<file path="src/sdc_pkg.sv">
package sdc_pkg;

   localparam int MAX_ORDER  = 4096;
   localparam int DIAG_SLOTS = 2 * MAX_ORDER - 1;
   localparam int SLOT_W     = $clog2(DIAG_SLOTS);
   localparam int ORDER_W    = $clog2(MAX_ORDER + 1);

   // field widths of the stream items and the size register
   localparam int IDX_W      = 12;
   localparam int CFG_W      = 13;
   localparam int COUNT_W    = 13;
   localparam int ELEM_W     = 25;

   localparam int REQ_W      = 2 * IDX_W;
   localparam int RSP_BITS   = COUNT_W + ELEM_W;
   localparam int RSP_W      = ((RSP_BITS + 7) / 8) * 8;
   localparam int RSP_PAD    = RSP_W - RSP_BITS;

   localparam int CSR_ADDR_W = 3;
   localparam int CSR_DATA_W = 32;
   localparam logic CSR_SEL_SIZE = 1'b0;

   localparam logic [CFG_W-1:0] SIZE_RESET = CFG_W'(MAX_ORDER);

   typedef enum logic [2:0] {
      ST_CLEAR,
      ST_IDLE,
      ST_MARK,
      ST_WALK,
      ST_DRAIN,
      ST_SEND
   } seq_state_type;

   typedef struct packed {
      logic              wr_en;
      logic [SLOT_W-1:0] wr_addr;
      logic              wr_data;
      logic [SLOT_W-1:0] rd_addr;
   } bm_req_type;

endpackage

</file>
<file path="src/sdc_csr.sv">
module sdc_csr (
   input  logic                          clock,
   input  logic                          reset,
   input  logic                          csr_psel,
   input  logic                          csr_penable,
   input  logic                          csr_pwrite,
   input  logic [sdc_pkg::CSR_ADDR_W-1:0] csr_paddr,
   input  logic [sdc_pkg::CSR_DATA_W-1:0] csr_pwdata,
   output logic [sdc_pkg::CSR_DATA_W-1:0] csr_prdata,
   output logic                          csr_pready,
   output logic [sdc_pkg::ORDER_W-1:0]   order
);
   import sdc_pkg::*;

   logic [CFG_W-1:0] size_ff;
   logic [CFG_W-1:0] size_in;
   logic             wr_go;

   assign csr_pready = 1'b1;
   assign wr_go = csr_psel && csr_penable && csr_pwrite && csr_pready
                  && (csr_paddr[2] == CSR_SEL_SIZE);

   always_comb begin
      size_in = size_ff;
      if (wr_go) begin
         size_in = csr_pwdata[CFG_W-1:0];
      end
   end

   always_ff @(posedge clock) begin
      if (reset) begin
         size_ff <= SIZE_RESET;
      end else begin
         size_ff <= size_in;
      end
   end

   always_comb begin
      csr_prdata = '0;
      if (csr_paddr[2] == CSR_SEL_SIZE) begin
         csr_prdata = CSR_DATA_W'(size_ff);
      end
   end

   // zero acts as one, anything above the maximum as the maximum
   always_comb begin
      priority if (size_ff == '0) begin
         order = ORDER_W'(1);
      end else if (32'(size_ff) > 32'(MAX_ORDER)) begin
         order = ORDER_W'(MAX_ORDER);
      end else begin
         order = ORDER_W'(size_ff);
      end
   end

endmodule

</file>
<file path="config.mk">
export PLATFORM = sky130hd
export DESIGN_NAME = sdc_csr
export DESIGN_NICKNAME = d
export VERILOG_FILES = /design/src/sdc_pkg.sv /design/src/sdc_csr.sv
export SDC_FILE = /design/constraint.sdc
export NUM_CORES = 1
export LEC_CHECK = 0
export ABC_AREA = 1
export BUFFER_PORTS_ARGS = -buffer_cell sky130_fd_sc_hd__clkbuf_2
export CELL_PAD_IN_SITES_DETAIL_PLACEMENT = 1
export CELL_PAD_IN_SITES_GLOBAL_PLACEMENT = 2
export CORE_MARGIN = 1
export CORE_UTILIZATION = 15
export DETAILED_ROUTE_END_ITERATION = 8
export PLACE_DENSITY = 0.76
export SLEW_MARGIN = 20
export SYNTH_ARGS = -nofsm -noshare
export SYNTH_HDL_FRONTEND = slang
export SYNTH_SLANG_ARGS = --single-unit
</file>
<file path="constraint.sdc">
create_clock -name clock -period 1.2 [get_ports clock]
set_input_delay 0.24 -clock clock [delete_from_list [all_inputs] [get_ports clock]]
set_output_delay 0.24 -clock clock [all_outputs]
set_load 0.05 [all_outputs]
</file>
==> Yosys cells after proc, flatten, opt, wreduce, memory -nomap -nowiden <==
Index checks and enable logic that the tools add are counted.
{ "totals": {"regBits": 13, "input_bits": 40, "out_inout_bits": 46, "elab_cells": 10} }
{ "op_classes": {"order_cmp": 1, "muxes": 3, "bitwise_logic": 1, "reduce_logical": 4} }
{ "ops": {"columns": ["operator", "n"], "rows": [
  ["13-bit two-way mux", 3],
  ["13-bit > comparator (second input constant)", 1],
  ["13-bit zero test", 1],
  ["1-bit logical AND", 3],
  ["1-bit inverter", 1]
]} }

==> Longest topological paths before layout <==
Gate-level depths: netlist of run 1.
{ "logic_depth": {"depth_word": 3, "depth_mapped": 6, "ltp_nobuf": 5} }

==> Worst setup path after synthesis of run 1 <==
No wires, ideal clock.
{ "synth_path": {"path_type": "register to output", "start": "reg size_ff[0]", "end": "out order[0] (netlist name)", "arrival_time_ns": 1.705, "required_time_ns": 0.960, "path_slack_ns": -0.745, "stages_incl_launch_ff": 6, "n_path_buf": 0, "path_cell_list": "dfxtp_1 > nor2_1 > nand2_1 > nor2_1 > nand2_1 > o21ai_0"} }
{ "synth_via": {"elab_chain_cells": 3, "word_cells_on_any_way": 4, "classes_between": "order compare (1); mux (2); reduce/logical (1)"} }
{ "synth_lines": {"columns": ["element", "line", "text"], "rows": [
  ["from (decl)", "sdc_csr.sv:15", "logic [CFG_W-1:0] size_ff;"],
  ["from (signal assigned)", "sdc_csr.sv:34", "size_ff <= size_in;"],
  ["13-bit > comparator", "sdc_csr.sv:49", "end else if (32'(size_ff) > 32'(MAX_ORDER)) begin"],
  ["13-bit two-way mux", "sdc_csr.sv:49", null],
  ["13-bit two-way mux (*)", "sdc_csr.sv:47", "priority if (size_ff == '0) begin"],
  ["to (decl)", "sdc_csr.sv:11", "output logic [sdc_pkg::ORDER_W-1:0] order"]
]} }
Every way passes the cells marked *; elsewhere a longest branch is shown, timed or not.

==> Worst setup path after layout of run 1 <==
{ "layout_path": {"start": "reg size_ff[0]", "end": "out order[10] (netlist name)"} }
Same word-level chain as after synthesis.

==> results.py, run 1 <==
metrics = {
    "run_status": {
        "outcome": "finished with violations",
        "violations": "negative setup slack",
    },
    "floorplanning": {
        "dieHeight_microns": 77.9,
        "core_area_sq_um": 5540,
        "die_w_microns": 77.9,
        "die_area_sq_um": 6060,
        "row_count": 27,
        "initial_core_util": 0.156,
        "ios": 86,
    },
    "synth": {
        "seq_area_frac_synth": 0.301,
        "ys.warnings.count": 0,
        "synth-seq-cells": 13,
        "syn_avg_cell_area_sq_um": 6.40,
        "synthDistinctLibCells": 17,
        "syn_area_sq_um": 863,
        "postSynthCellCount": 135,
    },
    "route": {
        "drt_iter0_markers": 13,
        "wl_per_cell_microns": 11.8,
        "num_vias": 993,
        "ant_nets": 0,
        "dr.pass1.iters": 2,
        "drt_drc_violations_left": 0,
        "totalWireLength_mm": 3.22,
        "vias_per_cell": 3.65,
    },
    "layout": {
        "top_register": "size_ff",
        "area_growth_pct": 131,
        "reg_top3": "size_ff: 13 flops",
        "drive_gt1_frac": 0.660,
        "largest_reg_flops": 13,
        "layout_common_cells": "26 x nor2_1, 20 x conb_1, 18 x clkbuf_2, 17 x buf_8, 15 x nor2_4",
        "mostFrequentLayoutCell": "nor2_1",
        "antennaDiodeCount": 0,
        "nets": 241,
    },
    "pwr": {
        "power.total_w": 0.00155,
        "vdd_drop_max_uv": 286,
        "pwr_density_cell_nw_per_um2": 777,
        "p_leak_nw": 0.834,
    },
    "critical_path": {
        "arrival_ns": 1.46,
        "worst-setup-path-type": "flip-flop to output port",
        "rrSetupSlack_ns": 0.28,
        "slowest_delay_ns": 0.33,
        "cp_data_required_time_ns": 0.96,
        "critPathBufInv": 2,
        "cp_max_fo": 6,
        "crit_family": "simple AND/OR/NAND/NOR gates",
        "crit_path_top_delay_cell": "dfxtp_2",
        "cp-start-kind": "flip-flop",
        "crit_path_end_kind": "output port",
        "crit_top_cell": "nor2_2",
        "crit_chain": "nor2_2, nand2_1, nor2_2, nand2_2, buf_12, a21oi_4, buf_8",
    },
    "grt": {
        "met1_usage": 0.0941,
        "antenna_found_initial": 0,
        "busiest_layer": "met2",
        "gr-total-overflow": 0,
        "grt_util_met2": 0.203,
        "grt_pass1_vias": 1050,
        "grt_pass1_wl_mm": 4.82,
        "grt_max_degree": 15,
        "track_usage": 0.0999,
        "use_met3": 0.0200,
    },
    "sta": {
        "rsz0062_at_grt": "yes",
        "fmax_mhz": 589,
        "setup-tns-final_ns": -5.62,
        "finalSetupViolations": 22,
        "drv_slew": 0,
        "finalCriticalPeriod_ns": 1.70,
        "post-route-period-util": 1.41,
        "hold_viol": 0,
        "fin_worst_skew_ns": 0,
        "fin_ws_ns": -0.498,
    },
    "placed_design": {
        "place_congestion": 0.638,
        "place_hpwl_mm": 2.17,
        "io_buffer_count": 44,
    },
    "clock_tree": {
        "insertion_delay_ns": 0.24,
        "tritoncts": "yes",
        "h-tree-depth": 1,
        "clock-root-buffer": "clkbuf_8",
        "cts.clk_slew.worst_paths_ns": 0.05,
        "cts_num_sinks": 13,
        "cts_buffer_depth": 2,
        "cts_hold_buf": 0,
        "cts_buffers": 3,
    },
    "flow_run": {
        "cap_violations": 0,
    },
    "worst_hold_path": {
        "hold_class": "input pin to flip-flop",
    },
}
==> layer usage <==
layer	vias to the layer above	part of all wire
li1	503	-
met1	451	0.34
met2	37	0.60
met3	2	0.051
met4	0	0.0059
met5	-	0
==> Yosys cell counts <==
library cell,instances,share of area
nor2_1,44,0.19
buf_4,21,0.18
inv_1,14,0.061
dfxtp_1,13,0.30
a21oi_1,10,0.058
o21ai_1,10,0.058
nand2_1,7,0.030
clkbuf_1,3,0.013
o21ai_0,3,0.017
buf_6,2,0.026
conb_1,2,0.0087
buf_2,1,0.0058
inv_2,1,0.0043
nand3_1,1,0.0058
nand4_2,1,0.014
nor2_4,1,0.013
o211ai_1,1,0.0087
==> worst min-delay path: stages <==
cell and delay (ns):
clkbuf_2 0.08, nand2_1 0.05, o211ai_1 0.07
==> cell type report <==
type | count | area (sq um)
fillers | 641 | 3540
repair buffers | 70 | 846
multi-input cells | 98 | 659
flip-flops and latches | 13 | 277
well taps | 72 | 90.1
inverters | 15 | 81.3
clock buffers | 4 | 45.0
==> path summary, 6_finish.rpt <==
kind              cells after the start          end      startpoint
setup / recovery                      7    order[10]      size_ff[0]
hold / removal                        3  size_ff[12]  csr_pwdata[12]
setup reg to reg                      5   size_ff[8]      size_ff[8]
hold reg to reg                       2   size_ff[3]      size_ff[3]
==> where the power goes <==
part,total (W),internal [W],switching [W]
clock network,0.000377,0.000234,0.000143
logic,0.000714,0.000261,0.000453
registers,0.000462,0.000451,0.0000112
==> cell families after synthesis <==
logic type	synth area share
flip-flops	0.301
AND/OR/NAND/NOR	0.255
other	0.00870
buffers and inverters	0.293
AO/OA/AOI/OAI	0.142
==> stage by stage <==
| stage | instance area, sq um | instances | hold slack, ns | setup WS [ns] | utilization |
|---|---|---|---|---|---|
| after floorplan | 1080 | 153 | 0.370 | -0.197 | - |
| after global placement | 1480 | 257 | 0.468 | -0.288 | 0.267 |
| after detailed placement | 1480 | 257 | 0.478 | -0.314 | 0.267 |
| after CTS | 1860 | 268 | 0.234 | -0.491 | 0.336 |
| after global routing | 2000 | 272 | 0.250 | -0.607 | 0.361 |
| final | 2000 | 272 | 0.236 | -0.498 | 0.361 |
==> what timing repair did <==
action / 4_1_cts / 5_1_grt
endpoints found under the hold margin: 0 / 0
pin swaps: 7 / 12
cloned: 0 / 1
gates resized for setup: 83 / 44
buffers inserted: 7 / 7
setup endpoints to repair: 26 / 26
Note: power is estimated with default switching activity, not from simulation.
==> run 2, diff against run 1 <==
Settings changed: CORE_MARGIN 1 to 1.5.
==> results.py, run 2 (same netlist as run 1, synthesis figures left out) <==
metrics = {
    "floorplanning": {
        "die_w_microns": 78.9,
        "row_count": 27,
        "ios": 86,
        "initial_core_util": 0.156,
        "dieHeight_microns": 78.9,
        "die_area_sq_um": 6220,
        "core_area_sq_um": 5540,
    },
    "grt": {
        "gr-total-overflow": 0,
        "grt_pass1_vias": 1012,
        "antenna_found_initial": 0,
        "grt_max_degree": 15,
        "grt_pass1_wl_mm": 4.41,
        "track_usage": 0.0905,
    },
    "layout": {
        "area_growth_pct": 130,
        "mostFrequentLayoutCell": "nor2_1",
        "layout_common_cells": "25 x nor2_1, 20 x conb_1, 18 x clkbuf_2, 18 x buf_8, 15 x nor2_4",
        "top_register": "size_ff",
        "instances_no_fill": 271,
        "largest_reg_flops": 13,
        "antennaDiodeCount": 0,
        "nets": 240,
        "reg_top3": "size_ff: 13 flops",
        "drive_gt1_frac": 0.663,
        "finish.utilization": 0.358,
    },
    "worst_hold_path": {
        "whs_path_depth": 3,
        "holdPathEnd": "size_ff[12]",
        "hp-start": "csr_pwdata[12]",
        "hold_class": "input pin to flip-flop",
    },
    "sta": {
        "post-route-period-util": 1.39,
        "drv_slew": 0,
        "setup-tns-final_ns": -5.24,
        "fin_ws_ns": -0.469,
        "hold_viol": 0,
        "finalCriticalPeriod_ns": 1.67,
        "timing.hold.ws_ns": 0.232,
        "fin_worst_skew_ns": 0,
        "fmax_mhz": 599,
        "rsz0062_at_grt": "yes",
        "finalSetupViolations": 23,
    },
    "pwr": {
        "swShare": 0.391,
        "p_leak_nw": 0.830,
        "clockPowerShare": 0.246,
        "p_switching_w": 0.000604,
        "p_seq_frac": 0.300,
        "p_int_w": 0.000941,
        "comb_power_share": 0.454,
        "vdd_drop_max_uv": 310,
        "pwr_density_cell_nw_per_um2": 779,
    },
    "critical_path": {
        "worst-setup-path-type": "flip-flop to output port",
        "rrSetupSlack_ns": 0.26,
        "cp_max_fo": 5,
        "crit_path_end_kind": "output port",
        "r2r-start": "size_ff[12]",
        "arrival_ns": 1.43,
        "cp_data_required_time_ns": 0.96,
        "cp-start-kind": "flip-flop",
        "crit-reg2reg-capture": "size_ff[12]",
        "worstRegToRegCells": 4,
    },
    "route": {
        "ant_nets": 0,
        "drt_drc_violations_left": 0,
        "drt_iter0_markers": 20,
        "vias_per_cell": 3.64,
        "num_vias": 987,
        "wl_per_cell_microns": 11.1,
        "totalWireLength_mm": 3.01,
        "dr.pass1.iters": 4,
    },
    "placed_design": {
        "place_hpwl_mm": 2.14,
        "place_congestion": 0.679,
        "io_buffer_count": 44,
        "dp_cells": 259,
        "dp_slack_ns": -0.295,
    },
    "run_status": {
        "violations": "negative setup slack",
        "outcome": "finished with violations",
    },
    "clock_tree": {
        "cts_num_sinks": 13,
        "cts.clk_slew.worst_paths_ns": 0.05,
        "h-tree-depth": 1,
        "tritoncts": "yes",
        "clock-root-buffer": "clkbuf_8",
        "cts_buffer_depth": 2,
        "cts_buffers": 3,
        "insertion_delay_ns": 0.24,
    },
    "flow_run": {
        "cap_violations": 0,
    },
}
## run 2: final cells by class
class | instances | area (sq um)
repair buffers | 69 | 828
clock buffers | 4 | 45.0
fillers | 652 | 3560
well taps | 72 | 90.1
inverters | 15 | 86.3
flip-flops and latches | 13 | 279
multi-input cells | 98 | 654
## run 2: metrics by stage
stage | instance area, sq um | total power, W
finish | 1980 | 0.00155
global route | 1980 | 0.00161
CTS | 1900 | 0.00149
detailed placement | 1480 | 0.00103
global placement | 1480 | 0.00102
floorplan | 1080 | 0.000918
## run 2: power groups by stage
stage	sequential (W)	clock [W]	combinational [W]
after floorplan	0.000465	0	0.000453
after global placement	0.000464	0	0.000561
after detailed placement	0.000465	0	0.000567
after CTS	0.000461	0.000392	0.000642
after global routing	0.000465	0.000404	0.000740
final	0.000463	0.000381	0.000702
## run 2: worst max-delay path by stage
stage / endpoint / startpoint
floorplan: order[10] / size_ff[5]
global placement: order[10] / size_ff[0]
detailed placement: order[1] / size_ff[8]
CTS: order[0] / size_ff[8]
global route: order[5] / size_ff[8]
finish: order[10] / size_ff[7]
## run 2: what timing repair did
item,4_1_cts,5_1_grt
pin swaps,9,13
cloned,1,1
endpoints found under the setup margin,26,26
setup buffers,5,8
hold buffers,0,0
resized for setup,99,36
## run 2: critical path, cell delays in order, from the launching register on
cell and delay (ns):
dfxtp_2 0.32, nor2_2 0.09, nand2_1 0.06, nor2_2 0.12
nand2_2 0.10, clkbuf_16 0.19, a21oi_4 0.14, buf_8 0.16
## run 2: per-layer routing
metal / vias up / track usage / part of all wire
met5: - / 0 / 0
met4: 0 / 0.0421 / 0.015
met3: 5 / 0.0138 / 0.067
met2: 38 / 0.181 / 0.58
met1: 439 / 0.0900 / 0.34
li1: 505 / - / -
==> run 3, diff against run 2 <==
Settings changed: CORE_UTILIZATION 15 to 16, PLACE_DENSITY 0.76 to 0.81.
Clock period 1.2 ns to 2.1 ns, I/O delays scaled along.
==> results.py, run 3 (same netlist as run 1, synthesis figures left out) <==
metrics = {
    "run_status": {
        "outcome": "finished, final reports clean",
    },
    "placed_design": {
        "dpl_cell_area_sq_um": 1040,
        "io_buffer_count": 44,
        "place_congestion": 0.709,
        "place_hpwl_mm": 1.90,
    },
    "critical_path": {
        "r2r-start": "size_ff[12]",
        "crit_path_top_delay_cell": "dfxtp_1",
        "arrival_ns": 1.51,
        "crit-reg2reg-capture": "size_ff[12]",
        "crit_path_end_kind": "output port",
        "critPathBufInv": 1,
        "worst-setup-path-type": "flip-flop to output port",
        "slowest_delay_ns": 0.33,
        "crit_top_cell": "nor2_1",
        "crit_chain": "nor2_1, nand2_1, nor2_1, nand2_2, a21oi_1, clkbuf_2",
        "path_depth": 6,
        "cp-start-kind": "flip-flop",
        "worstRegToRegCells": 2,
        "cp_max_fo": 11,
        "cp_data_required_time_ns": 1.68,
        "rrSetupSlack_ns": 1.07,
        "crit_family": "simple AND/OR/NAND/NOR gates",
    },
    "layout": {
        "antennaDiodeCount": 0,
        "layout_common_cells": "44 x nor2_1, 41 x clkbuf_2, 20 x conb_1, 14 x inv_1, 13 x dfxtp_1",
        "top_register": "size_ff",
        "reg_top3": "size_ff: 13 flops",
        "fill_cells": 694,
        "mostFrequentLayoutCell": "nor2_1",
        "multi_input_area_sq_um": 420,
        "largest_reg_flops": 13,
        "nets": 215,
        "area_growth_pct": 26.5,
        "regArea_sq_um": 260,
        "drive_gt1_frac": 0.293,
        "stdcell_area_sq_um": 1090,
    },
    "sta": {
        "setup-tns-final_ns": 0,
        "finalSetupViolations": 0,
        "fin_worst_skew_ns": 0,
        "rsz0062_at_grt": "no",
        "post-route-period-util": 0.918,
        "finalCriticalPeriod_ns": 1.93,
        "drv_slew": 0,
        "hold_viol": 0,
        "fmax_mhz": 519,
    },
    "floorplanning": {
        "ios": 86,
        "dieHeight_microns": 76.5,
        "die_w_microns": 76.5,
        "die_area_sq_um": 5850,
        "initial_core_util": 0.168,
        "core_area_sq_um": 5140,
        "row_count": 26,
    },
    "pwr": {
        "vdd_drop_max_uv": 158,
        "p_leak_nw": 0.555,
        "pwr_density_cell_nw_per_um2": 643,
    },
    "grt": {
        "gr-total-overflow": 0,
        "grt_pass1_wl_mm": 3.54,
        "track_usage": 0.0760,
        "grt_max_degree": 16,
        "antenna_found_initial": 0,
        "grt_pass1_vias": 776,
    },
    "route": {
        "totalWireLength_mm": 2.19,
        "dr.pass1.iters": 4,
        "drt_drc_violations_left": 0,
        "drt_iter0_markers": 14,
        "wl_per_cell_microns": 8.98,
        "ant_nets": 0,
        "num_vias": 845,
        "vias_per_cell": 3.46,
    },
    "worst_hold_path": {
        "whs_path_depth": 3,
        "hp-start": "csr_pwdata[6]",
        "holdPathEnd": "size_ff[6]",
        "hold_class": "input pin to flip-flop",
    },
    "clock_tree": {
        "post-cts-setup-buffers": 0,
        "insertion_delay_ns": 0.24,
        "cts_buffers": 3,
        "cts_buffer_depth": 2,
        "post_cts_resized": 0,
        "cts_num_sinks": 13,
        "tritoncts": "yes",
        "h-tree-depth": 1,
        "cts_hold_buf": 0,
        "cts.clk_slew.worst_paths_ns": 0.05,
        "clock-root-buffer": "clkbuf_8",
    },
    "flow_run": {
        "cap_violations": 0,
    },
}
==> run 3: cell count changes in the layout (fill, tap and decap cells not counted), sizes merged <==
cell	change
buf	-48
clkbuf	+23
==> run 3: area by class of cell <==
cell class | instances | area share
inverter | 15 | 0.0515
tap | 70 | 0.0802
multi-input combinational | 98 | 0.385
clock buffer | 4 | 0.0412
sequential | 13 | 0.238
timing repair buffer | 44 | 0.204
==> run 3: metal layers <==
metal  GRT usage  vias up  part of all wire
met5           0        -                 0
met4      0.0556        0             0.029
met3      0.0311        5              0.12
met2       0.121       39              0.44
met1      0.0803      355              0.41
li1            -      446                 -
==> run 3: worst max-delay path by stage <==
stage / endpoint / startpoint / slack (ns)
after floorplan: order[10] / size_ff[0] / 0.17
after global placement: order[9] / size_ff[0] / 0.29
after detailed placement: order[9] / size_ff[0] / 0.30
after CTS: order[9] / size_ff[0] / 0.03
after global routing: order[10] / size_ff[0] / 0.02
final: order[6] / size_ff[0] / 0.17
==> run 3: where the power goes <==
group          leakage [nW]  internal [W]  switching (W)
Sequential            0.106      0.000256     0.00000772
Clock                0.0228      0.000134      0.0000841
Combinational         0.427     0.0000395       0.000182
Total                 0.555      0.000429       0.000274
==> run 3: stage by stage <==
| stage | setup WS (ns) | hold WS, ns | total power (W) | utilization | cells |
|---|---|---|---|---|---|
| floorplan | 0.172 | 0.455 | 0.000484 | - | 153 |
| CTS | 0.0337 | 0.420 | 0.000706 | 0.212 | 244 |
| global route | 0.0190 | 0.423 | 0.000734 | 0.213 | 244 |
| detailed placement | 0.297 | 0.475 | 0.000491 | 0.203 | 240 |
| finish | 0.172 | 0.419 | 0.000703 | 0.213 | 244 |
| global placement | 0.294 | 0.467 | 0.000490 | 0.203 | 240 |
==> run 3: tightest hold or removal path, stage by stage <==
cell and delay (ns):
clkbuf_2 0.07, o21ai_1 0.06, nor2_1 0.07
