$ cat src/sdc_pkg.sv
package sdc_pkg;

   localparam int MAX_ORDER  = 4096;
   localparam int DIAG_SLOTS = 2 * MAX_ORDER - 1;
   localparam int SLOT_W     = $clog2(DIAG_SLOTS);
   localparam int ORDER_W    = $clog2(MAX_ORDER + 1);

   // field widths of the stream items and the size register
   localparam int IDX_W      = 12;
   localparam int CFG_W      = 13;
   localparam int COUNT_W    = 13;
   localparam int ELEM_W     = 25;

   localparam int REQ_W      = 2 * IDX_W;
   localparam int RSP_BITS   = COUNT_W + ELEM_W;
   localparam int RSP_W      = ((RSP_BITS + 7) / 8) * 8;
   localparam int RSP_PAD    = RSP_W - RSP_BITS;

   localparam int CSR_ADDR_W = 3;
   localparam int CSR_DATA_W = 32;
   localparam logic CSR_SEL_SIZE = 1'b0;

   localparam logic [CFG_W-1:0] SIZE_RESET = CFG_W'(MAX_ORDER);

   typedef enum logic [2:0] {
      ST_CLEAR,
      ST_IDLE,
      ST_MARK,
      ST_WALK,
      ST_DRAIN,
      ST_SEND
   } seq_state_type;

   typedef struct packed {
      logic              wr_en;
      logic [SLOT_W-1:0] wr_addr;
      logic              wr_data;
      logic [SLOT_W-1:0] rd_addr;
   } bm_req_type;

endpackage

$ cat src/sdc_seq.sv
module sdc_seq (
   input  logic                      clock,
   input  logic                      reset,
   input  logic [sdc_pkg::ORDER_W-1:0] order,
   input  logic                      req_tvalid,
   output logic                      req_tready,
   input  logic [sdc_pkg::REQ_W-1:0]   req_tdata,
   input  logic                      req_tlast,
   output logic                      rsp_tvalid,
   input  logic                      rsp_tready,
   output logic [sdc_pkg::RSP_W-1:0]   rsp_tdata,
   output sdc_pkg::bm_req_type        bm_req,
   input  logic                      bm_rd_data
);
   import sdc_pkg::*;

   localparam int SUM_W = ((ORDER_W > IDX_W) ? ORDER_W : IDX_W) + 2;
   localparam logic [SLOT_W-1:0]  LAST_SLOT = SLOT_W'(DIAG_SLOTS - 1);
   localparam logic [SLOT_W-1:0]  SLOT_ONE  = SLOT_W'(1);
   localparam logic [ORDER_W-1:0] WT_ONE    = ORDER_W'(1);
   localparam logic [COUNT_W-1:0] CNT_ONE   = COUNT_W'(1);

   seq_state_type state_ff, state_in;

   logic [SLOT_W-1:0]  addr_ff,  addr_in;
   logic [SLOT_W-1:0]  slot_ff,  slot_in;
   logic               hit_ff,   hit_in;
   logic               last_ff,  last_in;
   logic [COUNT_W-1:0] count_ff, count_in;
   logic [ELEM_W-1:0]  total_ff, total_in;
   logic [ORDER_W-1:0] wt_ff,    wt_in;
   logic               up_ff,    up_in;
   logic [ORDER_W-1:0] wtq_ff,   wtq_in;
   logic               pend_ff,  pend_in;
   logic               rsp_valid_ff, rsp_valid_in;
   logic [RSP_W-1:0]   rsp_data_ff,  rsp_data_in;

   logic [IDX_W-1:0]   row;
   logic [IDX_W-1:0]   col;
   logic [SUM_W-1:0]   row_x;
   logic [SUM_W-1:0]   col_x;
   logic [SUM_W-1:0]   ord_x;
   logic [SUM_W-1:0]   slot_sum;
   logic [SLOT_W-1:0]  slot_calc;
   logic               in_range;

   logic               accept;
   logic               sweep;
   logic               mark_set;
   logic               out_free;
   logic               send_go;

   assign row   = req_tdata[IDX_W-1:0];
   assign col   = req_tdata[2*IDX_W-1:IDX_W];
   assign row_x = SUM_W'(row);
   assign col_x = SUM_W'(col);
   assign ord_x = SUM_W'(order);

   // offset col-row biased by N-1 so slot 0 is the lowest diagonal
   assign slot_sum  = ord_x - SUM_W'(1) + col_x - row_x;
   assign slot_calc = slot_sum[SLOT_W-1:0];
   assign in_range  = (row_x < ord_x) && (col_x < ord_x);

   // next state
   always_comb begin
      state_in = state_ff;
      unique case (state_ff)
         ST_CLEAR: begin
            if (addr_ff == LAST_SLOT) state_in = ST_IDLE;
         end
         ST_IDLE: begin
            if (req_tvalid) state_in = ST_MARK;
         end
         ST_MARK: begin
            state_in = last_ff ? ST_WALK : ST_IDLE;
         end
         ST_WALK: begin
            if (addr_ff == LAST_SLOT) state_in = ST_DRAIN;
         end
         ST_DRAIN: begin
            state_in = ST_SEND;
         end
         ST_SEND: begin
            if (out_free) state_in = ST_IDLE;
         end
         default: begin
            state_in = ST_IDLE;
         end
      endcase
   end

   // control outputs
   always_comb begin
      req_tready = (state_ff == ST_IDLE);
      accept     = req_tready && req_tvalid;
      sweep      = (state_ff == ST_CLEAR) || (state_ff == ST_WALK);
      mark_set   = (state_ff == ST_MARK) && hit_ff && !bm_rd_data;
      out_free   = !rsp_valid_ff || rsp_tready;
      send_go    = (state_ff == ST_SEND) && out_free;

      bm_req.wr_en   = 1'b0;
      bm_req.wr_addr = addr_ff;
      bm_req.wr_data = 1'b0;
      bm_req.rd_addr = addr_ff;
      unique case (state_ff)
         ST_CLEAR, ST_WALK: begin
            bm_req.wr_en = 1'b1;
         end
         ST_IDLE: begin
            bm_req.rd_addr = slot_calc;
         end
         ST_MARK: begin
            bm_req.wr_en   = mark_set;
            bm_req.wr_addr = slot_ff;
            bm_req.wr_data = 1'b1;
            bm_req.rd_addr = slot_ff;
         end
         ST_DRAIN, ST_SEND: begin
         end
         default: begin
         end
      endcase
   end

   // datapath: one adder accumulates the diagonal lengths during the sweep
   always_comb begin
      addr_in      = addr_ff;
      slot_in      = slot_ff;
      hit_in       = hit_ff;
      last_in      = last_ff;
      count_in     = count_ff;
      total_in     = total_ff;
      wt_in        = wt_ff;
      up_in        = up_ff;
      wtq_in       = wt_ff;
      pend_in      = (state_ff == ST_WALK);
      rsp_valid_in = rsp_valid_ff;
      rsp_data_in  = rsp_data_ff;

      if (accept) begin
         slot_in = slot_calc;
         hit_in  = in_range;
         last_in = req_tlast;
      end

      if (mark_set) begin
         count_in = count_ff + CNT_ONE;
      end

      if ((state_ff == ST_MARK) && last_ff) begin
         addr_in  = '0;
         wt_in    = WT_ONE;
         up_in    = 1'b1;
         total_in = '0;
      end

      if (sweep) begin
         addr_in = (addr_ff == LAST_SLOT) ? '0 : addr_ff + SLOT_ONE;
      end

      // length rises 1..N up to the main diagonal, then falls to zero
      if (state_ff == ST_WALK) begin
         priority if (up_ff && (wt_ff == order)) begin
            up_in = 1'b0;
            wt_in = wt_ff - WT_ONE;
         end else if (up_ff) begin
            wt_in = wt_ff + WT_ONE;
         end else if (wt_ff != '0) begin
            wt_in = wt_ff - WT_ONE;
         end else begin
            wt_in = wt_ff;
         end
      end

      if (pend_ff && bm_rd_data) begin
         total_in = total_ff + ELEM_W'(wtq_ff);
      end

      if (send_go) begin
         rsp_valid_in = 1'b1;
         rsp_data_in  = {RSP_PAD'(0), total_ff, count_ff};
         count_in     = '0;
      end else if (rsp_tready) begin
         rsp_valid_in = 1'b0;
      end
   end

   always_ff @(posedge clock) begin
      if (reset) begin
         state_ff     <= ST_CLEAR;
         addr_ff      <= '0;
         count_ff     <= '0;
         pend_ff      <= 1'b0;
         rsp_valid_ff <= 1'b0;
      end else begin
         state_ff     <= state_in;
         addr_ff      <= addr_in;
         count_ff     <= count_in;
         pend_ff      <= pend_in;
         rsp_valid_ff <= rsp_valid_in;
      end
   end

   always_ff @(posedge clock) begin
      slot_ff     <= slot_in;
      hit_ff      <= hit_in;
      last_ff     <= last_in;
      total_ff    <= total_in;
      wt_ff       <= wt_in;
      up_ff       <= up_in;
      wtq_ff      <= wtq_in;
      rsp_data_ff <= rsp_data_in;
   end

   assign rsp_tvalid = rsp_valid_ff;
   assign rsp_tdata  = rsp_data_ff;

`ifndef NO_ASSERTIONS
   a_walk_steps: assert property (@(posedge clock) disable iff (reset)
      (state_ff == ST_WALK && addr_ff != LAST_SLOT)
      |=> (addr_ff == $past(addr_ff) + SLOT_ONE))
      else $error("walk address skipped a slot");

   a_count_only_marks: assert property (@(posedge clock) disable iff (reset)
      (state_ff != ST_MARK && state_ff != ST_SEND)
      |=> (count_ff == $past(count_ff)))
      else $error("diagonal count moved outside a mark or send");

   a_rsp_from_send: assert property (@(posedge clock) disable iff (reset)
      $rose(rsp_valid_ff) |-> ($past(state_ff) == ST_SEND))
      else $error("result raised outside the send step");

   a_weight_falls: assert property (@(posedge clock) disable iff (reset)
      (state_ff == ST_WALK && !up_ff) |=> (wt_ff <= $past(wt_ff)))
      else $error("diagonal length rose past the main diagonal");
`endif

endmodule

$ cat config.mk
export PLATFORM = sky130hd
export DESIGN_NAME = sdc_seq
export DESIGN_NICKNAME = d
export VERILOG_FILES = /design/src/sdc_pkg.sv /design/src/sdc_seq.sv
export SDC_FILE = /design/constraint.sdc
export NUM_CORES = 1
export LEC_CHECK = 0
export ABC_AREA = 1
export BUFFER_PORTS_ARGS = -buffer_cell sky130_fd_sc_hd__clkbuf_2
export CAP_MARGIN = 20
export CORE_ASPECT_RATIO = 1.25
export CORE_MARGIN = 10
export CORE_UTILIZATION = 64
export DETAILED_ROUTE_END_ITERATION = 12
export PLACE_DENSITY = 0.83
export SLEW_MARGIN = 10
export SYNTH_ARGS = -nofsm -noshare
export SYNTH_HDL_FRONTEND = slang
export SYNTH_SLANG_ARGS = --single-unit
$ cat constraint.sdc
create_clock -name clock -period 6.7 [get_ports clock]
set_input_delay 0.67 -clock clock [delete_from_list [all_inputs] [get_ports clock]]
set_output_delay 0.67 -clock clock [all_outputs]
set_load 0.01 [all_outputs]
## Yosys cells after proc, flatten, opt, wreduce, memory -nomap -nowiden

Index checks and enable logic that the tools add are counted.

| word-level totals | value |
|---|---|
| input bits | 43 |
| flip-flop bits (word level) | 136 |
| word-level logic and storage cells | 81 |
| output and inout port bits | 70 |

| cells by class | value |
|---|---|
| $add $sub $neg | 8 |
| reductions and logical operators | 22 |
| muxes and demuxes | 24 |
| order comparisons | 2 |
| equality and inequality tests | 12 |

Operators with widths:

| cell | number |
|---|---|
| 13-bit 2-to-1 mux | 8 |
| 25-bit 2-to-1 mux | 2 |
| 13-bit by 1-bit adder with 13-bit output, second input constant | 3 |
| 12-bit by 13-bit less-than comparator with 1-bit output | 2 |
| 13-bit case mux with 2 select lines | 1 |
| 13-bit by 1-bit subtractor with 13-bit output, second input constant | 2 |
| 25-bit by 13-bit adder with 25-bit output | 1 |
| 3-bit case mux with 6 select lines | 1 |
| 14-bit 2-to-1 mux | 1 |
| 13-bit adder | 1 |
| 13-bit equality test | 1 |
| 13-bit equality test, second input constant | 1 |
| 13-bit nonzero test | 1 |
| 13-bit by 12-bit subtractor with 13-bit output | 1 |
| 3-bit 2-to-1 mux | 4 |
| 1-bit logical AND | 8 |
| 2-bit nonzero test | 4 |
| 3-bit by 2-bit equality test with 1-bit output, second input constant | 2 |
| 3-bit equality test, second input constant | 2 |
| 2-bit != test, second input constant | 3 |
| 1-bit 2-to-1 mux | 5 |
| 4-bit by 2-bit != test with 1-bit output, second input constant | 1 |
| 4-bit AND reduction | 1 |
| 2-bit OR reduction | 2 |
| other kinds (8) | 10 |

## Logic depth before layout (Yosys ltp)

Gate-level depths: netlist of the first run.

| logic depth | value |
|---|---|
| depth in word-level cells | 5 |
| mapped depth | 13 |
| mapped depth without buffers | 13 |

## Least setup slack after synthesis of the first run

OpenSTA, ideal clock, no wires.

| path | value |
|---|---|
| kind | input-to-output |
| start | input port order[1] (netlist bit) |
| end | output port bm_req[9] (netlist bit) |
| path buffers | 0 |
| setup slack | 3.366 ns |
| required time | 6.030 ns |
| stages | 12 |
| arrival | 2.664 ns |
| cell sequence | inv_1 fa_1 inv_1 ha_1 inv_1 fa_1 o21ai_0 nand3_1 nand2_1 xor2_1 nand2_1 nand2_1 |

RTL lines:

| what | RTL line | RTL |
|---|---|---|
| start: declaration | sdc_seq.sv:4 | `input logic [sdc_pkg::ORDER_W-1:0] order,` |
| end: declaration | sdc_seq.sv:12 | `output sdc_pkg::bm_req_type bm_req,` |

==> run_results.csv, run 1 <==
group,metric,value,unit
status,status,"complete, no violations",
critical_path,path_max_fanout,4,
final_layout,drive_gt1_share,11.7,%
die,fp.dieW,126,um
clock_tree,cts_tree,"yes",
logic_synthesis,synth_top_cell_area_share,30.6,%
sta,period_share,57.7,%
logic_synthesis,synthArstFlopShare,0,%
logic_synthesis,syn_area,8940,um^2
drt,firstDrtPassIters,6,
sta,min_period,3.86,ns
clock_tree,cts_htree_levels,4,
drt,vias,8195,
logic_synthesis,synth-seq-area-share,40.6,%
clock_tree,hold_buffers,0,
clock_tree,post_cts_buffers,0,
placed_design,gp_congestion,0.944,
power,p_leak,4.95,nW
die,core-area,13800,um^2
drt,antenna_left,0,
flow_run,drv_cap,0,
critical_path,r2r_slack,3.95,ns
clock_tree,cts.clk_slew.worst_paths,0.06,ns
logic_synthesis,ys_seq_elements,136,
die,die_area,19100,um^2
power,cellPowerDensity,279,nW/um^2
die,rows,48,
sta,fmax,259,MHz
die,floorplan.initialDensity,65.0,%
global_route,grt_overflow,0,
drt,viasPerCell,5.45,
clock_tree,cts_sinks,136,
die,die_h,152,um
sta,worst_pin_slew,0.857,ns
placed_design,hpwl,17100,um
global_route,grt_pass1_wl,37300,um
sta,rsz0062_at_grt,"no",
drt,wirelength,22600,um
logic_synthesis,synthDistinctLibCells,39,
critical_path,arrival,3.19,ns
final_layout,syn_to_final_growth,15.0,%
sta,slew_viol_final,0,
logic_synthesis,yosys_warnings,0,
sta,relSlewSlack,42.7,%
global_route,grt_pass1_vias,7999,
logic_synthesis,ys_top_cells_by_area,"edfxtp_1 (31%), nand2_1 (15%), dfxtp_1 (10%)",
critical_path,cp.required,6.03,ns
power,irDropWorstVdd,0.222,mV
die,io_pins,113,
logic_synthesis,synth_edf_count,91,
placed_design,io_buffers,110,
drt,drtIter0Drc,916,
drt,wire_per_inst,15.0,um
sta,hold_viol,0,
critical_path,path_class,"primary input to primary output",
global_route,antenna_found_initial,1,
sta,tns,0,ns
drt,drc,0,
clock_tree,cts-root-buf,"clkbuf_16",
sta,clock_skew,0.00738,ns
logic_synthesis,synth_most_common_cell,"nand2_1",
clock_tree,ctsResizeCount,0,
clock_tree,clk_latency,0.42,ns
logic_synthesis,yosys.area.top_type,"edfxtp_1",
sta,setup_viol,0,
critical_path,cp-start-kind,"primary input",
final_layout,nNetsFinal,1425,
global_route,grt_max_degree,40,
clock_tree,clockBufferDepth,2,
logic_synthesis,synthCells,1202,
critical_path,critPathCaptureType,"primary output",
worst_hold_path,hold_path.class,"primary input to register",
clock_tree,numCtsBuffers,17,
final_layout,fin_util,74.8,%
logic_synthesis,avgSynthCellArea,7.44,um^2
logic_synthesis,synthTopCellsByCount,"nand2_1 (366), inv_1 (190), nor2_1 (136)",
global_route,grt_use_total,23.3,%
logic_synthesis,synth-main-ff-cell,"edfxtp_1",
==> report_power, final <==
group          total [mW]  switching, mW  internal, mW
Combinational       0.854          0.569         0.285
Clock               0.926          0.367         0.559
Sequential           1.08         0.0912         0.993
==> stage by stage <==
step,setup WS (ns),power (mW),hold WS [ns],cells,area [um^2]
final,2.84,2.86,0.447,1504,10300
after global routing,2.71,3.03,0.440,1503,10300
after CTS,2.86,2.85,0.436,1501,10200
after detailed placement,2.86,1.93,0.443,1469,9640
after global placement,2.91,1.90,0.443,1468,9630
after floorplan,3.37,1.67,0.343,1203,8950
==> layout make-up <==
cell class                 instances  area (um^2)
tap                              175          219
clock inverter                    11          110
sequential                       136         3630
inverter                         194          728
multi-input combinational        853         4500
timing repair buffer             113          606
antenna                            1         2.50
clock buffer                      21          483
fill                            1040         3470
==> cell families (layout without fill, tap and decap cells) <==
family | Yosys count | in the layout | share of synthesized area, %
and+or+nand+nor | 621 | 621 | 28.5
adders and majority gates | 67 | 67 | 10.5
xor gates and xnor gates | 36 | 36 | 3.53
other | 1 | 3 | 0.0419
DFF | 136 | 136 | 40.6
AOI/OAI and AO/OA | 127 | 127 | 7.61
buffers and inverters | 214 | 339 | 9.18
==> registers in the layout (all words and copies together), names as in the netlist <==
signal	flops
rsp_tvalid	1
wt_ff	13
state_ff	3
count_ff	13
total_ff	25
pend_ff	1
rsp_tdata	38
addr_ff	13
hit_ff	1
wtq_ff	13
slot_ff	13
last_ff	1
up_ff	1
==> worst paths after layout <==
path | cells past startpoint | startpoint | endpoint
worst max-delay path | 14 | order[1] | bm_req[9]
worst min-delay path | 1 | req_tlast | last_ff$_DFFE_PP_
worst max register to register | 5 | state_ff[0]$_SDFFE_PP0P_ | slot_ff[11]$_DFFE_PP_
worst min register to register | 0 | total_ff[9]$_SDFFCE_PN0P_ | rsp_tdata[22]$_DFFE_PP_
==> cell usage in the layout (no fill, tap or decap), types with 3 or more instances in the layout <==
cell,instances
nor2_1,135
clkbuf_16,19
o21ai_0,40
nand2_1,366
clkbuf_2,110
clkinvlp_4,3
inv_2,3
xor2_1,28
nand4_1,17
and2_1,6
xnor2_1,8
clkinv_4,3
ha_1,53
o221ai_1,4
dfxtp_1,45
nand3_1,64
nor3_1,17
nand3b_1,5
inv_1,190
fa_1,14
nor2_2,3
edfxtp_1,91
a21oi_1,70
inv_6,3
==> routing by layer <==
metal  GRT usage [%]  part of all wire [%]  vias up
met5               0                     0        -
met1            25.7                    38     3707
met3            5.05                   7.5       66
li1                -                     -     4065
met2            41.5                    51      357
met4            10.8                   3.4        0
==> critical path: stages <==
cell and delay [ns]:
clkbuf_2 0.11, inv_1 0.10, fa_1 0.48, inv_1 0.07
ha_1 0.15, inv_1 0.05, fa_1 0.41, o21ai_0 0.43
nand3_1 0.13, nand2_1 0.10, xor2_1 0.21, nand2_1 0.08
nand2_1 0.09, clkbuf_2 0.13
No activity file was read; power rests on OpenSTA's default activity.
==> run 2, diff against run 1 <==
--- a/config.mk
+++ b/config.mk
@@ -5,14 +5,14 @@
 export SDC_FILE = /design/constraint.sdc
 export NUM_CORES = 1
 export LEC_CHECK = 0
-export ABC_AREA = 1
+export ABC_AREA = 0
 export BUFFER_PORTS_ARGS = -buffer_cell sky130_fd_sc_hd__clkbuf_2
 export CAP_MARGIN = 20
 export CORE_ASPECT_RATIO = 1.25
 export CORE_MARGIN = 10
-export CORE_UTILIZATION = 64
+export CORE_UTILIZATION = 52
 export DETAILED_ROUTE_END_ITERATION = 12
-export PLACE_DENSITY = 0.83
+export PLACE_DENSITY = 0.72
 export SLEW_MARGIN = 10
 export SYNTH_ARGS = -nofsm -noshare
 export SYNTH_HDL_FRONTEND = slang
==> constraint.sdc (replaced) <==
create_clock -name clock -period 3.53 [get_ports clock]
set_input_delay 0.353 -clock clock [delete_from_list [all_inputs] [get_ports clock]]
set_output_delay 0.353 -clock clock [all_outputs]
set_load 0.01 [all_outputs]
==> run 2 against run 1 <==
  * Register-to-register slack lost 3.3 ns
  * Non-clock buffer count grew 7
  * Die area grew 6.9%
  * Critical path type unchanged
  * Synthesized area shrank 12%
==> run_results.csv, run 2 <==
group,metric,value,unit
status,status,"complete, no violations",
global_route,antenna_found_initial,0,
drt,firstDrtPassIters,5,
die,floorplan.initialDensity,52.7,%
clock_tree,cts-root-buf,"clkbuf_16",
final_layout,fin_util,62.1,%
placed_design,placed_cell_area,8600,um^2
logic_synthesis,synth-seq-area-share,46.3,%
logic_synthesis,synth_top_cell_area_share,34.8,%
power,p_leak,3.87,nW
global_route,grt_use_total,16.7,%
die,core-area,14900,um^2
logic_synthesis,synth_edf_count,91,
critical_path,path_class,"primary input to primary output",
critical_path,setup.worst_path.start,"order[1]",
sta,period_share,92.9,%
global_route,grt_pass1_wl,27500,um
critical_path,r2r_slack,0.67,ns
global_route,grtUsageMet3,4.61,%
power,irDropWorstVdd,0.334,mV
drt,drtIter0Drc,455,
die,io_pins,113,
final_layout,finalInstanceArea,9250,um^2
worst_hold_path,holdPathStages,1,
drt,wirelength,16600,um
clock_tree,clockBufferDepth,2,
logic_synthesis,ys_top_cells_by_area,"edfxtp_1 (35%), dfxtp_1 (11%), ha_1 (8.4%)",
final_layout,drive_gt1_share,20.3,%
sta,tns,0,ns
critical_path,path_max_fanout,3,
die,fp.dieW,130,um
final_layout,regArea,3630,um^2
clock_tree,hold_buffers,0,
global_route,top_usage_layer,"met2",
die,rows,50,
drt,viasPerCell,5.47,
global_route,grt_pass1_vias,5770,
clock_tree,cts.clk_slew.worst_paths,0.05,ns
logic_synthesis,syn_area,7850,um^2
final_layout,largest_reg_flops,38,
critical_path,cp-start-kind,"primary input",
final_layout,layout_commonest_cell,"clkbuf_2",
logic_synthesis,synthArstFlopShare,0,%
logic_synthesis,ys_seq_elements,136,
sta,slew_viol_final,0,
logic_synthesis,synthTopCellsByCount,"edfxtp_1 (91), nor2_1 (87), inv_1 (70)",
drt,wire_per_inst,15.5,um
flow_run,drv_cap,0,
placed_design,hpwl,13000,um
logic_synthesis,yosys_warnings,0,
critical_path,cp_cell_sequence,"clkbuf_2 -> inv_1 -> fa_1 -> inv_1 -> ha_1 -> inv_1 -> fa_1 -> nor2b_1 -> o2111ai_1 -> nand3b_1 -> a311oi_2 -> xnor2_1 -> mux2_2 -> clkbuf_2",
clock_tree,clk_latency,0.41,ns
global_route,grt_overflow,0,
sta,relSlewSlack,48.3,%
logic_synthesis,avgSynthCellArea,10.3,um^2
critical_path,worst-path-stages,14,
sta,worst_pin_slew,0.775,ns
final_layout,fillers,1237,
final_layout,multi_input_area,3850,um^2
placed_design,io_buffers,110,
global_route,grt_max_degree,38,
critical_path,crit_top_cell,"inv_1",
final_layout,final_cell_mix,"clkbuf_2 (110), edfxtp_1 (91), nor2_1 (86)",
critical_path,cp.required,3.18,ns
placed_design,dp.cells,1042,
critical_path,critPathCaptureType,"primary output",
power,cellPowerDensity,582,nW/um^2
clock_tree,post_cts_buffers,0,
critical_path,arrival,2.93,ns
drt,drc,0,
logic_synthesis,yosys.area.top_type,"edfxtp_1",
final_layout,fin_cells,1074,
critical_path,crit_family,"adder cells",
sta,clock_skew,0.00822,ns
sta,rsz0062_at_grt,"no",
critical_path,slowest_stage,"fa_1",
worst_hold_path,hp-start,"req_tlast",
drt,antenna_left,0,
clock_tree,cts_tree,"yes",
critical_path,cp.buffers_inverters,5,
final_layout,insertedDiodeCount,0,
global_route,met2_usage,27.5,%
clock_tree,numCtsBuffers,17,
sta,fmax,305,MHz
worst_hold_path,hold_path.class,"primary input to register",
sta,hold_viol,0,
sta,setup_viol,0,
global_route,grt_use_met1,20.3,%
drt,vias,5872,
placed_design,gp_congestion,0.879,
die,die_h,157,um
clock_tree,cts_sinks,136,
critical_path,r2r-start,"wt_ff[0]$_SDFFCE_PN1P_",
logic_synthesis,synth-main-ff-cell,"edfxtp_1",
logic_synthesis,synthCells,760,
logic_synthesis,synth_most_common_cell,"edfxtp_1",
critical_path,slowest_delay,0.47,ns
final_layout,syn_to_final_growth,17.7,%
logic_synthesis,synthDistinctLibCells,63,
clock_tree,cts_htree_levels,4,
critical_path,ff2ff_path_depth,6,
final_layout,nNetsFinal,989,
die,die_area,20400,um^2
sta,min_period,3.28,ns
run 2: worst paths after layout:
kind / endpoint
worst max-delay path: bm_req[11]
worst min-delay path: last_ff$_DFFE_PP_
worst max register to register: wt_ff[10]$_SDFFCE_PN0P_
worst min register to register: rsp_tdata[12]$_DFFE_PP_
run 2: cells by family (layout without fill, tap and decap cells):
logic type | after synthesis | after routing | synth area share (%)
DFF | 136 | 136 | 46.3
muxes | 23 | 23 | 3.17
AOI/OAI and AO/OA | 145 | 145 | 12.2
adders and majority gates | 67 | 67 | 12.0
and+or+nand+nor | 241 | 241 | 15.2
buffers and inverters | 92 | 223 | 4.91
other | 1 | 2 | 0.0477
xor gates and xnor gates | 55 | 55 | 6.23
run 2: routing by layer:
layer	part of all wire [%]	routed length [um]	vias up
li1	-	-	2958
met1	45	7490	2755
met2	48	7920	137
met3	5.2	862	22
met4	2.0	332	0
met5	0	0	-
run 2: timing repair:
action / 4_1_cts / 5_1_grt
resized for setup: 0 / 1
endpoints found under the hold margin: 0 / 0
setup endpoints to repair: 0 / 1
run 2: layout make-up:
cell class              instances  share of cell area, %
clock buffers                  18                   4.75
multi-input cells             533                   41.7
well taps                     182                   2.46
inverters                      71                   2.88
clock inverters                14                   2.12
flip-flops and latches        136                   39.3
repair buffers                120                   6.81
run 2: through the flow:
stage | setup slack, ns | hold slack [ns] | power, mW
after global placement | 0.305 | 0.443 | 3.52
after global routing | 0.0184 | 0.142 | 5.69
after floorplan | 0.423 | 0.343 | 3.06
final | 0.250 | 0.162 | 5.38
after detailed placement | 0.210 | 0.450 | 3.54
after CTS | 0.208 | 0.155 | 5.42
run 2: report_power, final:
part | switching, mW | internal [mW]
Clock | 0.661 | 1.20
Combinational | 0.889 | 0.614
Sequential | 0.135 | 1.87
Total | 1.69 | 3.69
